### config.mk
export PLATFORM = sky130hd
export DESIGN_NAME = tcf_cell
export DESIGN_NICKNAME = d
export VERILOG_FILES = /design/src/rtl/tcf_pkg.sv /design/src/rtl/tcf_cell.sv
export SDC_FILE = /design/constraint.sdc
export NUM_CORES = 1
export LEC_CHECK = 0
export ABC_AREA = 1
export BUFFER_PORTS_ARGS = -buffer_cell sky130_fd_sc_hd__buf_2
export CAP_MARGIN = 25
export CORE_UTILIZATION = 33
export CTS_BUF_LIST = sky130_fd_sc_hd__clkbuf_4 sky130_fd_sc_hd__clkbuf_8
export DETAILED_ROUTE_END_ITERATION = 8
export HOLD_SLACK_MARGIN = 0.1
export PLACE_DENSITY = 0.56
export SLEW_MARGIN = 15
export SYNTH_ARGS = -nofsm -noshare
export SYNTH_HDL_FRONTEND = slang
export SYNTH_SLANG_ARGS = --single-unit
### constraint.sdc
create_clock -name clk -period 4.35 [get_ports clk]
set_input_delay 0.87 -clock clk [delete_from_list [all_inputs] [get_ports clk]]
set_output_delay 0.87 -clock clk [all_outputs]
set_load 0.05 [all_outputs]
### src/rtl/tcf_pkg.sv
// Shared types and constants for the complementary tilt filter.
// Holds the CORDIC vector type, the arctangent table and the control codes.
// No dependencies.
`default_nettype none

package tcf_pkg;

  // Vector width covers a 17 bit input scaled by 2^14 plus CORDIC gain growth.
  localparam int VEC_W = 34;
  localparam int ANG_W = 32;
  localparam int ATAN_ENTRIES = 28;

  // Angles are Q3.28 radians.
  localparam logic signed [ANG_W-1:0] PI_Q28 = 32'sd843314857;
  localparam logic [34:0] TWO_PI_Q28 = 35'd1686629713;

  // pi * 2^28 / (16 * 1000 * 180) in Q.16, turns rate times milliseconds into Q3.28.
  localparam logic [25:0] RATE_K_Q16 = 26'd19190098;

  // atan(2^-i) in Q3.28, rounded to nearest.
  localparam logic signed [ANG_W-1:0] ATAN_TAB [ATAN_ENTRIES] = '{
    32'sd210828714, 32'sd124459457, 32'sd65760959, 32'sd33381290,
    32'sd16755422,  32'sd8385879,   32'sd4193963,  32'sd2097109,
    32'sd1048571,   32'sd524287,    32'sd262144,   32'sd131072,
    32'sd65536,     32'sd32768,     32'sd16384,    32'sd8192,
    32'sd4096,      32'sd2048,      32'sd1024,     32'sd512,
    32'sd256,       32'sd128,       32'sd64,       32'sd32,
    32'sd16,        32'sd8,         32'sd4,        32'sd2
  };

  typedef struct packed {
    logic signed [VEC_W-1:0] x;
    logic signed [VEC_W-1:0] y;
    logic signed [ANG_W-1:0] z;
    logic                    zero;
    logic                    roll;
  } vec_t;

  typedef enum logic [3:0] {
    ST_IDLE,
    ST_FEED_P,
    ST_FEED_R,
    ST_GYRO,
    ST_WRAP,
    ST_YAW,
    ST_WAIT,
    ST_LP_MUL,
    ST_LP_SUM,
    ST_FUSE_MUL,
    ST_FUSE_SUM
  } state_t;

  typedef enum logic [1:0] {
    REG_ACC_KEEP   = 2'd0,
    REG_GYRO_BLEND = 2'd1,
    REG_STEP_MS    = 2'd2,
    REG_Z_OFFSET   = 2'd3
  } reg_idx_t;

endpackage

`default_nettype wire

### src/rtl/tcf_cell.sv
// One CORDIC vectoring cell: a single micro-rotation with a fixed shift.
// Depends on tcf_pkg for the vector type and the arctangent table.
`default_nettype none

module tcf_cell #(
  parameter int SHIFT = 0
) (
  input  logic          clk,
  input  logic          rst,
  input  logic          src_valid,
  input  tcf_pkg::vec_t src,
  output logic          dst_valid,
  output tcf_pkg::vec_t dst
);

  localparam logic signed [tcf_pkg::ANG_W-1:0] ANGLE = tcf_pkg::ATAN_TAB[SHIFT];

  logic signed [tcf_pkg::VEC_W-1:0] x;
  logic signed [tcf_pkg::VEC_W-1:0] y;
  logic signed [tcf_pkg::VEC_W-1:0] x_sh;
  logic signed [tcf_pkg::VEC_W-1:0] y_sh;
  logic signed [tcf_pkg::ANG_W-1:0] z;
  tcf_pkg::vec_t                    vec_next;

  always_comb begin
    x = src.x;
    y = src.y;
    z = src.z;
    x_sh = x >>> SHIFT;
    y_sh = y >>> SHIFT;
    vec_next = src;
    // Rotate toward the x axis; a vector on the axis turns counterclockwise.
    if (!y[tcf_pkg::VEC_W-1] && (y != '0)) begin
      vec_next.x = x + y_sh;
      vec_next.y = y - x_sh;
      vec_next.z = z + ANGLE;
    end else begin
      vec_next.x = x - y_sh;
      vec_next.y = y + x_sh;
      vec_next.z = z - ANGLE;
    end
  end

  always_ff @(posedge clk) begin
    if (rst) begin
      dst_valid <= 1'b0;
    end else begin
      dst_valid <= src_valid;
    end
  end

  always_ff @(posedge clk) begin
    dst <= vec_next;
  end

endmodule

`default_nettype wire

Word-level counts from Yosys, hierarchy flattened --
Index checks and enable logic that the tools add are counted.
Word-level totals: register bits after elaboration 103, bits in latches 0, bits in writable memories 0, memory bits (read-only) 0, bits of input ports 105, output and inout bits 103, word-level logic and storage cells 15, memories 0
Operators by class: add/sub/neg operators 5, multiply operators 0, div/mod/pow operators 0, magnitude comparators 0, equality and inequality tests 0, shift-type cells 0, muxes and demuxes 1, bitwise gates (word level) 0, reductions and logical operators 3
Operator list (count):
- 100-bit 2-to-1 mux | 1
- 34-bit subtractor | 2
- 34-bit adder | 1
- 34-bit nonzero test | 1
- 32-bit by 29-bit adder with 32-bit output (second input constant) | 1
- 32-bit by 29-bit subtractor with 32-bit output (second input constant) | 1
- 1-bit logical AND | 1
- 1-bit zero test | 1

Depth between registers and ports, before layout --
Gate-level depths: netlist (run 1).
depth in word-level cells 3, gate-level depth with buffers 19, mapped depth without buffers 18

Worst setup path before layout (run 1) --
No wires, ideal clock.
path kind input port to flip-flop, from input port src[35] in the netlist's numbering, to register dst[21] in the netlist's numbering, library setup time 0.120 ns, arrival time 3.458 ns, setup slack 0.772 ns, stages 13, path buffers 1, cells stage by stage inv_1 > nand4_1 > nor3_1 > nand3_1 > nand2_2 > buf_1 > ha_1 > o21ai_0 > o21ai_2 > a21o_1 > nand2_1 > nand3_1 > xor2_1
RTL lines:
- start, declared | RTL line tcf_cell.sv:11 | input tcf_pkg::vec_t src,
- end signal, assigned | RTL line tcf_cell.sv:53 | dst <= vec_next;
- end, declared | RTL line tcf_cell.sv:13 | output tcf_pkg::vec_t dst

==> metrics.yaml, run 1 <==
initial_utilization_pct: 33.9
hold_end: "dst[1]"
cts_made_buffers: 9
wirelength_mm: 42.4
hpwlAfterDp_mm: 36.3
rows: 66
fin_crit_sh_pct: 83.4
num-fill-cells: 3685
synthFlopType: "dfxtp_1"
clk_pin_slew_ns: 0.12
route.vias.total: 12600
tns_ns: 0
gp_congestion: 0.962
die_h_um: 186
placed_cells: 2441
slew-limit-headroom_pct: 47.7
drtAntennaViolNets: 0
viasPerCell: 5.13
total_power_uw: 4110
hold_viol_final: 0
fin_nets: 2247
crit_top_cell: "nand2_1"
synth_edf_count: 0
instances_no_fill: 2457
drive_above_1_share_pct: 13.7
yosysTopAreaCellShare_pct: 18.3
path_cells: "buf_2, inv_1, nand4_1, nor3_1, nand3_1, nand2_4, inv_2, ha_1, a21oi_1, a21boi_1, o21ai_1, nand2_1, nand2_1, nand2_1, nand2_1, nand2_1, nand2_1"
wire_per_inst_um: 17.3
cp_slowest_cell: "ha_1"
ys_async_sr_fraction_pct: 0
synth_most_common_cell: "nand2_1"
rsz0062_at_grt: "false"
layout_setup_ws_ns: 0.723
multi_input_area_um2: 7880
post-route-min-period_ns: 3.63
grt_pass1_wl_mm: 64.4
clock_sinks: 102
core_area_um2: 32900
synth-warning-count: 0
max_stage_delay_ns: 0.39
power_leakage_uw: 0.00675
timing.hold.ws_ns: 0.518
grt.total_usage_pct: 24.7
cts_setup_buffers: 0
io_pins: 208
hold_start: "src[1]"
outcome: "finished, final reports clean"
htree_levels: 3
yosys-top-cells-area: "dfxtp_1, nand2_1, ha_1"
place_ws_ns: 0.324
syn_area_um2: 11200
critPathCaptureType: "flip-flop"
maxCapViolations: 0
yosys.area.top_type: "dfxtp_1"
maxClockFrequency_mhz: 276
grt_pass1_vias: 12000
worst_pin_slew_ns: 0.785
drc: 0
required_ns: 4.70
area_growth_pct: 13.9
yosysSeqAreaShare_pct: 18.3
drtIter0Drc: 830
cp.arrival_ns: 3.98
power.density_nw_per_um2: 323
setup_viol: 0
start_kind: "input port"
die_w_um: 186
cts_tree: "built"
ctsHoldBuffers: 0
seqCellArea_um2: 2040
min_path_cells: 1
syn_avg_cell_area_um2: 6.09
die_area_um2: 34500
synth.distinct_cells: 48
grt_overflow: 0
yosys-top-cells-count: "nand2_1, inv_1, nor2_1"
cts-root-buf: "clkbuf_8"
syn-num-nets: 2068
cts_resized: 0
peakVddDrop_v: 0.000222
synthCells: 1831
clockBufferDepth: 2
ys_ff_latch: 102
grt_antenna_before_repair: 1
dr.pass1.iters: 5
path_class: "input port to flip-flop"
grt_max_degree: 70
slew_viol_final: 0
antenna_cells: 0
crit_fanout: 15
portBuffers: 207
min_path_type: "input port to flip-flop"
## per-layer routing
layer / vias to the layer above / wire [um] / global-route usage [%]
met2: 488 / 19300 / 41.4
met3: 74 / 3090 / 4.79
met4: 2 / 1470 / 9.48
li1: 6269 / - / -
met1: 5771 / 18600 / 31.1
met5: - / 13 / 0
## layout by cell type, fill, tap and decap left out, types with 6 or more instances in the layout
| cell | count |
|---|---|
| clkbuf_8 | 9 |
| nand2_1 | 491 |
| nand3_1 | 154 |
| o21ai_0 | 106 |
| o211ai_1 | 6 |
| nor2_1 | 186 |
| nand2_2 | 14 |
| o21bai_1 | 12 |
| o21ai_1 | 7 |
| xor2_1 | 54 |
| inv_2 | 6 |
| a31oi_1 | 6 |
| ha_1 | 128 |
| a21o_1 | 16 |
| a21oi_1 | 149 |
| buf_2 | 207 |
| inv_1 | 242 |
| o21a_1 | 6 |
| dfxtp_1 | 102 |
| xnor2_1 | 6 |
| nand4_1 | 18 |
| o21ai_2 | 7 |
| nor3_1 | 25 |
| nor2_2 | 7 |
## through the flow
step | area [um^2] | utilization [%]
after global placement | 12500 | 38.0
after CTS | 12700 | 38.6
after detailed placement | 12500 | 38.0
after global routing | 12700 | 38.6
final | 12700 | 38.6
after floorplan | 11200 | -
## where the power goes
part	switching, uW	leakage (uW)	total (uW)	internal [uW]
Sequential	58.6	0.000860	1170	1110
Combinational	1690	0.00578	2260	572
Clock	443	0.000104	674	230
Total	2190	0.00675	4110	1920
## sequential cells by signal, summed over array words and instances (netlist names)
| name | flops |
|---|---|
| dst | 101 |
| dst_valid | 1 |
## worst max-delay path, delay by kind of cell
kind	cells	cell delay [ns]
AND/OR/NAND/NOR	10	1.47
AO/OA/AOI/OAI	3	0.76
buffers and inverters	3	0.47
adder cells (fa/ha/maj)	1	0.39
## layout make-up
| class | instances | area share, % |
|---|---|---|
| timing repair buffer | 212 | 8.45 |
| inverter | 250 | 7.41 |
| sequential | 102 | 16.1 |
| tap | 442 | 4.35 |
| clock buffer | 9 | 0.975 |
| multi-input combinational | 1435 | 62.1 |
| clock inverter | 7 | 0.680 |
## worst max path at each step
| stage | start | to | slack, ns | cells past startpoint |
|---|---|---|---|---|
| after detailed placement | src[35] | dst[32] | 0.32 | 17 |
| after floorplan | src[35] | dst[21] | 0.77 | 13 |
| after global placement | src[35] | dst[31] | 0.38 | 15 |
| final | src[35] | dst[32] | 0.72 | 17 |
| after CTS | src[35] | dst[32] | 0.81 | 17 |
| after global routing | src[35] | dst[30] | 0.57 | 17 |
## logic make-up after synthesis
kind of cell / synth area share [%]
flops: 18.3
simple gates: 34.3
xor+xnor: 4.71
buf+inv: 11.1
fa+ha+maj: 15.1
compound gates: 16.5
Note: power is estimated with default switching activity, not from simulation.
==> run 2: changes to the inputs <==
Clock period 4.35 ns to 3.7 ns, I/O delays scaled along.
==> run 2 against run 1 <==
  * First-iteration DRC count is 16% higher
  * Global-route usage increased by 0.20 points
  * Worst setup slack worse by 0.17 ns
  * Clock-buffer cell count is the same
  * Clock power grew 29%
  * Final area is 5.2% higher
  * Non-clock buffer count rose by 86
  * Core utilization rose by 2.0 points
  * Die area did not move
  * Largest cell class unchanged
==> metrics.yaml, run 2 (same netlist as run 1, synthesis figures left out) <==
outcome: "finished, final reports clean"
clockBufferDepth: 2  # unchanged
fin_crit_sh_pct: 85.1
hold_viol_final: 0  # unchanged
drtIter0Drc: 959  # +16%
cts_tree: "built"
rows: 66  # unchanged
htree_levels: 3  # unchanged
grt_overflow: 0  # unchanged
seq_power_share_pct: 27.3  # -1.2 points
grt_pass1_wl_mm: 65.3  # +1.3%
wire_per_inst_um: 16.9  # -2.4%
route.vias.total: 12700  # +1.1%
drc: 0  # unchanged
die_area_um2: 34500  # unchanged
crit_buf_inv: 5  # +2
cp.arrival_ns: 3.50  # -0.48 ns
grt_antenna_before_repair: 0  # -1
fin_nets: 2333  # +3.8%
tns_ns: 0  # unchanged
grt_max_degree: 64  # -8.6%
die_h_um: 186  # unchanged
crit_top_cell: "nand2_1"
max_stage_delay_ns: 0.41  # +0.02 ns
rsz0062_at_grt: "false"
area_growth_pct: 19.8
slew-limit-headroom_pct: 53.6  # +5.9 points
gp_congestion: 1.03  # +6.9%
min_path_type: "input port to flip-flop"
grt_pass1_vias: 12300  # +1.9%
drive_above_1_share_pct: 17.2  # +3.5 points
grt.total_usage_pct: 24.9  # +0.20 points
cts_setup_buffers: 0  # unchanged
post-route-min-period_ns: 3.15
peakVddDrop_v: 0.000246  # +11%
worst_pin_slew_ns: 0.696  # -0.0887 ns
dr.pass1.iters: 5  # unchanged
layout_common_cells: "nand2_1, inv_1, buf_2"
setup_viol: 0  # unchanged
top_register: "dst"
layout_commonest_cell: "nand2_1"
initial_utilization_pct: 33.9  # unchanged
hpwlAfterDp_mm: 36.6  # +1.0%
power.switching_uw: 2600  # +19%
clkPwrFrac_pct: 17.3  # +0.9 points
required_ns: 4.05  # -0.65 ns
power.density_nw_per_um2: 376  # +16%
cts_resized: 0  # unchanged
drtAntennaViolNets: 0  # unchanged
die_w_um: 186  # unchanged
maxCapViolations: 0  # unchanged
switching_share_pct: 51.8  # -1.5 points
cts-root-buf: "clkbuf_8"
ctsHoldBuffers: 0  # unchanged
top_regs: "dst (101), dst_valid (1)"
p_comb_share_pct: 55.4  # +0.3 points
power_leakage_uw: 0.00717  # +6.2%
path_cells: "buf_2, inv_1, nand3_1, nor3_1, nand3_1, buf_4, nand2_4, inv_2, ha_1, nand2_1, nand2_1, o21ai_0, o21ai_2, nand3_1, nand2_1, nand3_1, nand2_1, inv_1, nand2_1, nand2_1"
slew_viol_final: 0  # unchanged
largest_reg_flops: 101  # unchanged
crit_family: "simple AND/OR/NAND/NOR gates"
maxClockFrequency_mhz: 318
fin_area_um2: 13400  # +5.2%
clk_pin_slew_ns: 0.12  # about the same
place_ws_ns: 0.0614  # -0.262 ns
core_area_um2: 32900  # unchanged
cp_slowest_cell: "nor3_1"
wirelength_mm: 42.9  # +0.99%
path_class: "input port to flip-flop"
portBuffers: 207  # unchanged
clock_sinks: 102  # unchanged
cts_made_buffers: 9  # unchanged
dpl_cell_area_um2: 13100  # +5.2%
internal_power_uw: 2420  # +26%
start_kind: "input port"
io_pins: 208  # unchanged
layout_setup_ws_ns: 0.551  # -0.172 ns
critPathCaptureType: "flip-flop"
antenna_cells: 0  # unchanged
viasPerCell: 5.01  # -2.4%
crit_fanout: 15  # unchanged
-- run 2: cell count changes in the layout (fill, tap and decap cells not counted), sizes merged --
| cell | before | now |
|---|---|---|
| buf | 212 | 298 |
| bufinv | 0 | 1 |
| clkinv | 6 | 3 |
| inv | 251 | 253 |
-- run 2: worst paths after layout --
kind | startpoint | depth (start not counted) | to | slack [ns]
worst min-delay path | src[1] | 1 | dst[1] | 0.39
worst max-delay path | src[42] | 20 | dst[33] | 0.55
-- run 2: power groups by stage --
stage,clock network (uW),registers (uW),logic [uW]
after floorplan,0,2140,1170
after detailed placement,0,1400,2760
after CTS,898,1380,2770
final,867,1370,2780
after global routing,940,1390,3010
after global placement,0,1400,2750
-- run 2: per-layer routing --
| metal | part of all wire, % | wire length (um) | global-route usage [%] | vias up |
|---|---|---|---|---|
| li1 | - | - | - | 6426 |
| met1 | 45 | 19300 | 32.2 | 5777 |
| met2 | 46 | 19600 | 41.7 | 458 |
| met3 | 5.6 | 2420 | 2.82 | 77 |
| met4 | 3.6 | 1550 | 10.5 | 0 |
| met5 | 0 | 0 | 0 | - |
-- run 2: area by class of cell --
class / count / area [um^2]
timing repair buffer: 298 / 1720
clock buffer: 9 / 124
multi-input combinational: 1435 / 7880
clock inverter: 7 / 97.6
inverter: 250 / 941
tap: 442 / 553
fill: 3694 / 19500
sequential: 102 / 2040
-- run 2: metrics by stage --
step	hold slack (ns)	util (%)	instances	total power, uW
finish	0.391	40.6	2543	5020
global route	0.360	40.6	2543	5350
CTS	0.357	40.6	2543	5040
detailed placement	0.845	40.0	2527	4160
global placement	0.846	40.0	2527	4160
floorplan	0.768	-	1831	3310
==> run 3: changes to the inputs <==
Settings changed: ABC_AREA 1 to 0, PLACE_DENSITY 0.56 to 0.57.
==> run 3 against run 2 <==
  * Maximum frequency fell by 14%
  * Final area down 4.1%
  * Final cell count decreased by 22%
  * First-iteration DRC count is 7.9% higher
  * Core utilization rose by 4.1 points
  * Power increased by 0.22%
  * Global-route usage shrank 2.3 points
  * Worst hold slack better by 0.052 ns
  * Combinational power rose by 5%
  * Worst setup slack worse by 0.53 ns
  * Routed wire length down 21%
  * Via count is 18% lower
  * Largest cell class unchanged
==> metrics.yaml, run 3 <==
outcome: "finished, final reports clean"
highest_layer: "met5"
wire_per_inst_um: 17.1  # +1.7%
layout_setup_ws_ns: 0.0251  # -0.526 ns
peakVddDrop_v: 0.000201  # -18%
cts_made_buffers: 9  # unchanged
clkPwrFrac_pct: 13.9  # -3.4 points
num-fill-cells: 2980  # -19%
timing.hold.ws_ns: 0.443  # +0.0519 ns
grt_overflow: 0  # unchanged
min_path_type: "input port to flip-flop"
clk_pin_slew_ns: 0.11  # about the same
total_power_uw: 5040  # +0.22%
grt_antenna_before_repair: 1  # +1
core_area_um2: 28600  # -13%
grt.total_usage_pct: 22.6  # -2.3 points
synthSimpleGateAreaFrac_pct: 15.3  # -19 points
switching_share_pct: 49.3  # -2.6 points
drtIter0Drc: 1035  # +7.9%
synth.distinct_cells: 77  # +60%
path_class: "input port to flip-flop"
place_ws_ns: -0.659  # -0.721 ns
rsz0062_at_grt: "true"
rows: 62  # -6.1%
slew_viol_final: 0  # unchanged
yosysTopAreaCellShare_pct: 21.3  # +3.0 points
yosys-top-cells-count: "a21oi_1, ha_1, inv_1"
power.switching_uw: 2480  # -4.7%
hold_start: "src[1]"
die_area_um2: 29700  # -14%
slew-limit-headroom_pct: 55.7  # +2.1 points
syn_area_um2: 9590  # -14%
post-route-min-period_ns: 3.67  # +0.526 ns
fin_crit_sh_pct: 99.3  # +14 points
cts-root-buf: "clkbuf_8"
p_comb_share_pct: 58.0  # +2.6 points
dr_wl_met2_mm: 15.3  # -22%
yosys-top-cells-area: "dfxtp_1, ha_1, a21oi_1"
synth_edf_count: 0  # unchanged
synth_most_common_cell: "a21oi_1"
clockBufferDepth: 2  # unchanged
critPathCaptureType: "flip-flop"
area_growth_pct: 33.6
worst_pin_slew_ns: 0.648  # -0.0488 ns
synth_top_family_by_area: "compound AO/OA/AOI/OAI gates"
dr.pass1.iters: 5  # unchanged
syn_avg_cell_area_um2: 7.81  # +28%
route.vias.total: 10400  # -18%
maxCapViolations: 0  # unchanged
startpoint: "src[40]"
htree_levels: 3  # unchanged
start_kind: "input port"
synthXorXnorAreaFrac_pct: 8.50  # +3.8 points
layout_commonest_cell: "buf_2"
viasPerCell: 5.26  # +4.9%
cts_tree: "built"
grt_pass1_wl_mm: 52.1  # -20%
drtAntennaViolNets: 0  # unchanged
drive_above_1_share_pct: 30.0  # +13 points
syn-num-nets: 1465  # -29%
synth_compound_area_share_pct: 29.5  # +13 points
synthMuxAreaShare_pct: 1.04  # +1.0 points
met1Wirelength_mm: 15.0  # -23%
synth-warning-count: 0  # unchanged
largest_reg_flops: 101  # unchanged
fin_area_um2: 12800  # -4.1%
required_ns: 3.98  # -0.07 ns
seq_power_share_pct: 28.1  # +0.8 points
gp_congestion: 0.956  # -7.1%
crit_fanout: 6  # -9
wl_met3_mm: 2.53  # +4.5%
hold_viol_final: 0  # unchanged
synthCells: 1228  # -33%
drc: 0  # unchanged
setup_viol: 0  # unchanged
synthFlopType: "dfxtp_1"
internal_power_uw: 2550  # +5.5%
top_register: "dst"
layout_common_cells: "buf_2, buf_4, a21oi_1"
yosysSeqAreaShare_pct: 21.3  # +3.0 points
io_pins: 208  # unchanged
hpwlAfterDp_mm: 28.3  # -23%
cp.arrival_ns: 3.95  # +0.45 ns
grt_max_degree: 61  # -4.7%
ys_async_sr_fraction_pct: 0  # unchanged
initial_utilization_pct: 33.5  # -0.44 points
grt_pass1_vias: 9854  # -20%
die_h_um: 172  # -7.2%
wirelength_mm: 34.0  # -21%
power.density_nw_per_um2: 393  # +4.5%
dpl_cell_area_um2: 12500  # -4.8%
power_leakage_uw: 0.00626  # -13%
antenna_cells: 0  # unchanged
portBuffers: 207  # unchanged
die_w_um: 172  # -7.2%
synth_fa_ha_area_share_pct: 17.5  # +2.5 points
ys_ff_latch: 102  # unchanged
maxClockFrequency_mhz: 272  # -14%
yosys.area.top_type: "dfxtp_1"
final_util_pct: 44.7  # +4.1 points
top_regs: "dst (101), dst_valid (1)"
fin_nets: 1836  # -21%
clock_sinks: 102  # unchanged
## run 3: changes by cell type after synthesis, moves of 15 or more
cell,before,now
a211oi_1,1,17
a21o_1,16,44
clkbuf_1,7,26
inv_1,242,104
nand2_1,491,53
nand2_2,15,0
nand3_1,154,22
nor2_1,186,101
o21ai_0,106,69
o21bai_1,12,33
xnor2_1,6,77
xor2_1,54,16
## run 3: repair_timing
item,4_1_cts,5_1_grt
resized for setup,9,19
setup endpoints to repair,15,11
buffers inserted,1,0
hold buffers,0,0
pin swaps,6,9
## run 3: path summary, 6_finish.rpt
path	endpoint	slack (ns)	cells after the start
setup / recovery	dst[33]	0.03	16
hold / removal	dst[1]	0.44	1
## run 3: layout make-up
cell class	instances	area [um^2]	area share, %
well taps	384	480	3.75
flip-flops and latches	102	2040	15.9
inverters	108	410	3.20
repair buffers	410	2620	20.5
multi-input cells	968	7080	55.3
clock buffers	9	124	0.967
clock inverters	6	47.5	0.371
## run 3: power by group through the flow
stage,Combinational (uW),Clock [uW],Sequential [uW]
2_1_floorplan,1060,0,2330
3_3_place_gp,2860,0,1440
3_5_place_dp,2870,0,1440
4_1_cts,2890,739,1420
5_1_grt,3110,773,1440
6_report,2920,699,1410
## run 3: kinds of logic after synthesis
family	Yosys count
adder cells (fa/ha/maj)	132
AO/OA/AOI/OAI	435
multiplexers	10
buffers and inverters	158
AND/OR/NAND/NOR	298
XOR/XNOR	93
flip-flops	102
## run 3: per-stage QoR
stage	setup TNS, ns	instances
after global routing	-0.391	1987
after detailed placement	-9.96	1971
after CTS	0	1987
final	0	1987
after floorplan	-0.0738	1228
after global placement	-10.63	1971
## run 3: metal layers
layer	GRT usage (%)	vias to the layer above
met5	0	-
met4	8.66	2
met3	3.64	73
met2	37.1	474
met1	29.6	4788
li1	-	5107
## run 3: worst max-delay path, stage by stage
cell and delay (ns):
buf_8 0.10, nor4_4 0.32, nand4_1 0.25, buf_4 0.21
o31a_4 0.33, buf_12 0.16, ha_4 0.27, a21o_1 0.17
a221o_1 0.20, a31oi_2 0.13, o31ai_2 0.31, a31oi_1 0.13
o211a_1 0.26, o21bai_1 0.14, a21oi_1 0.10, xnor2_1 0.12
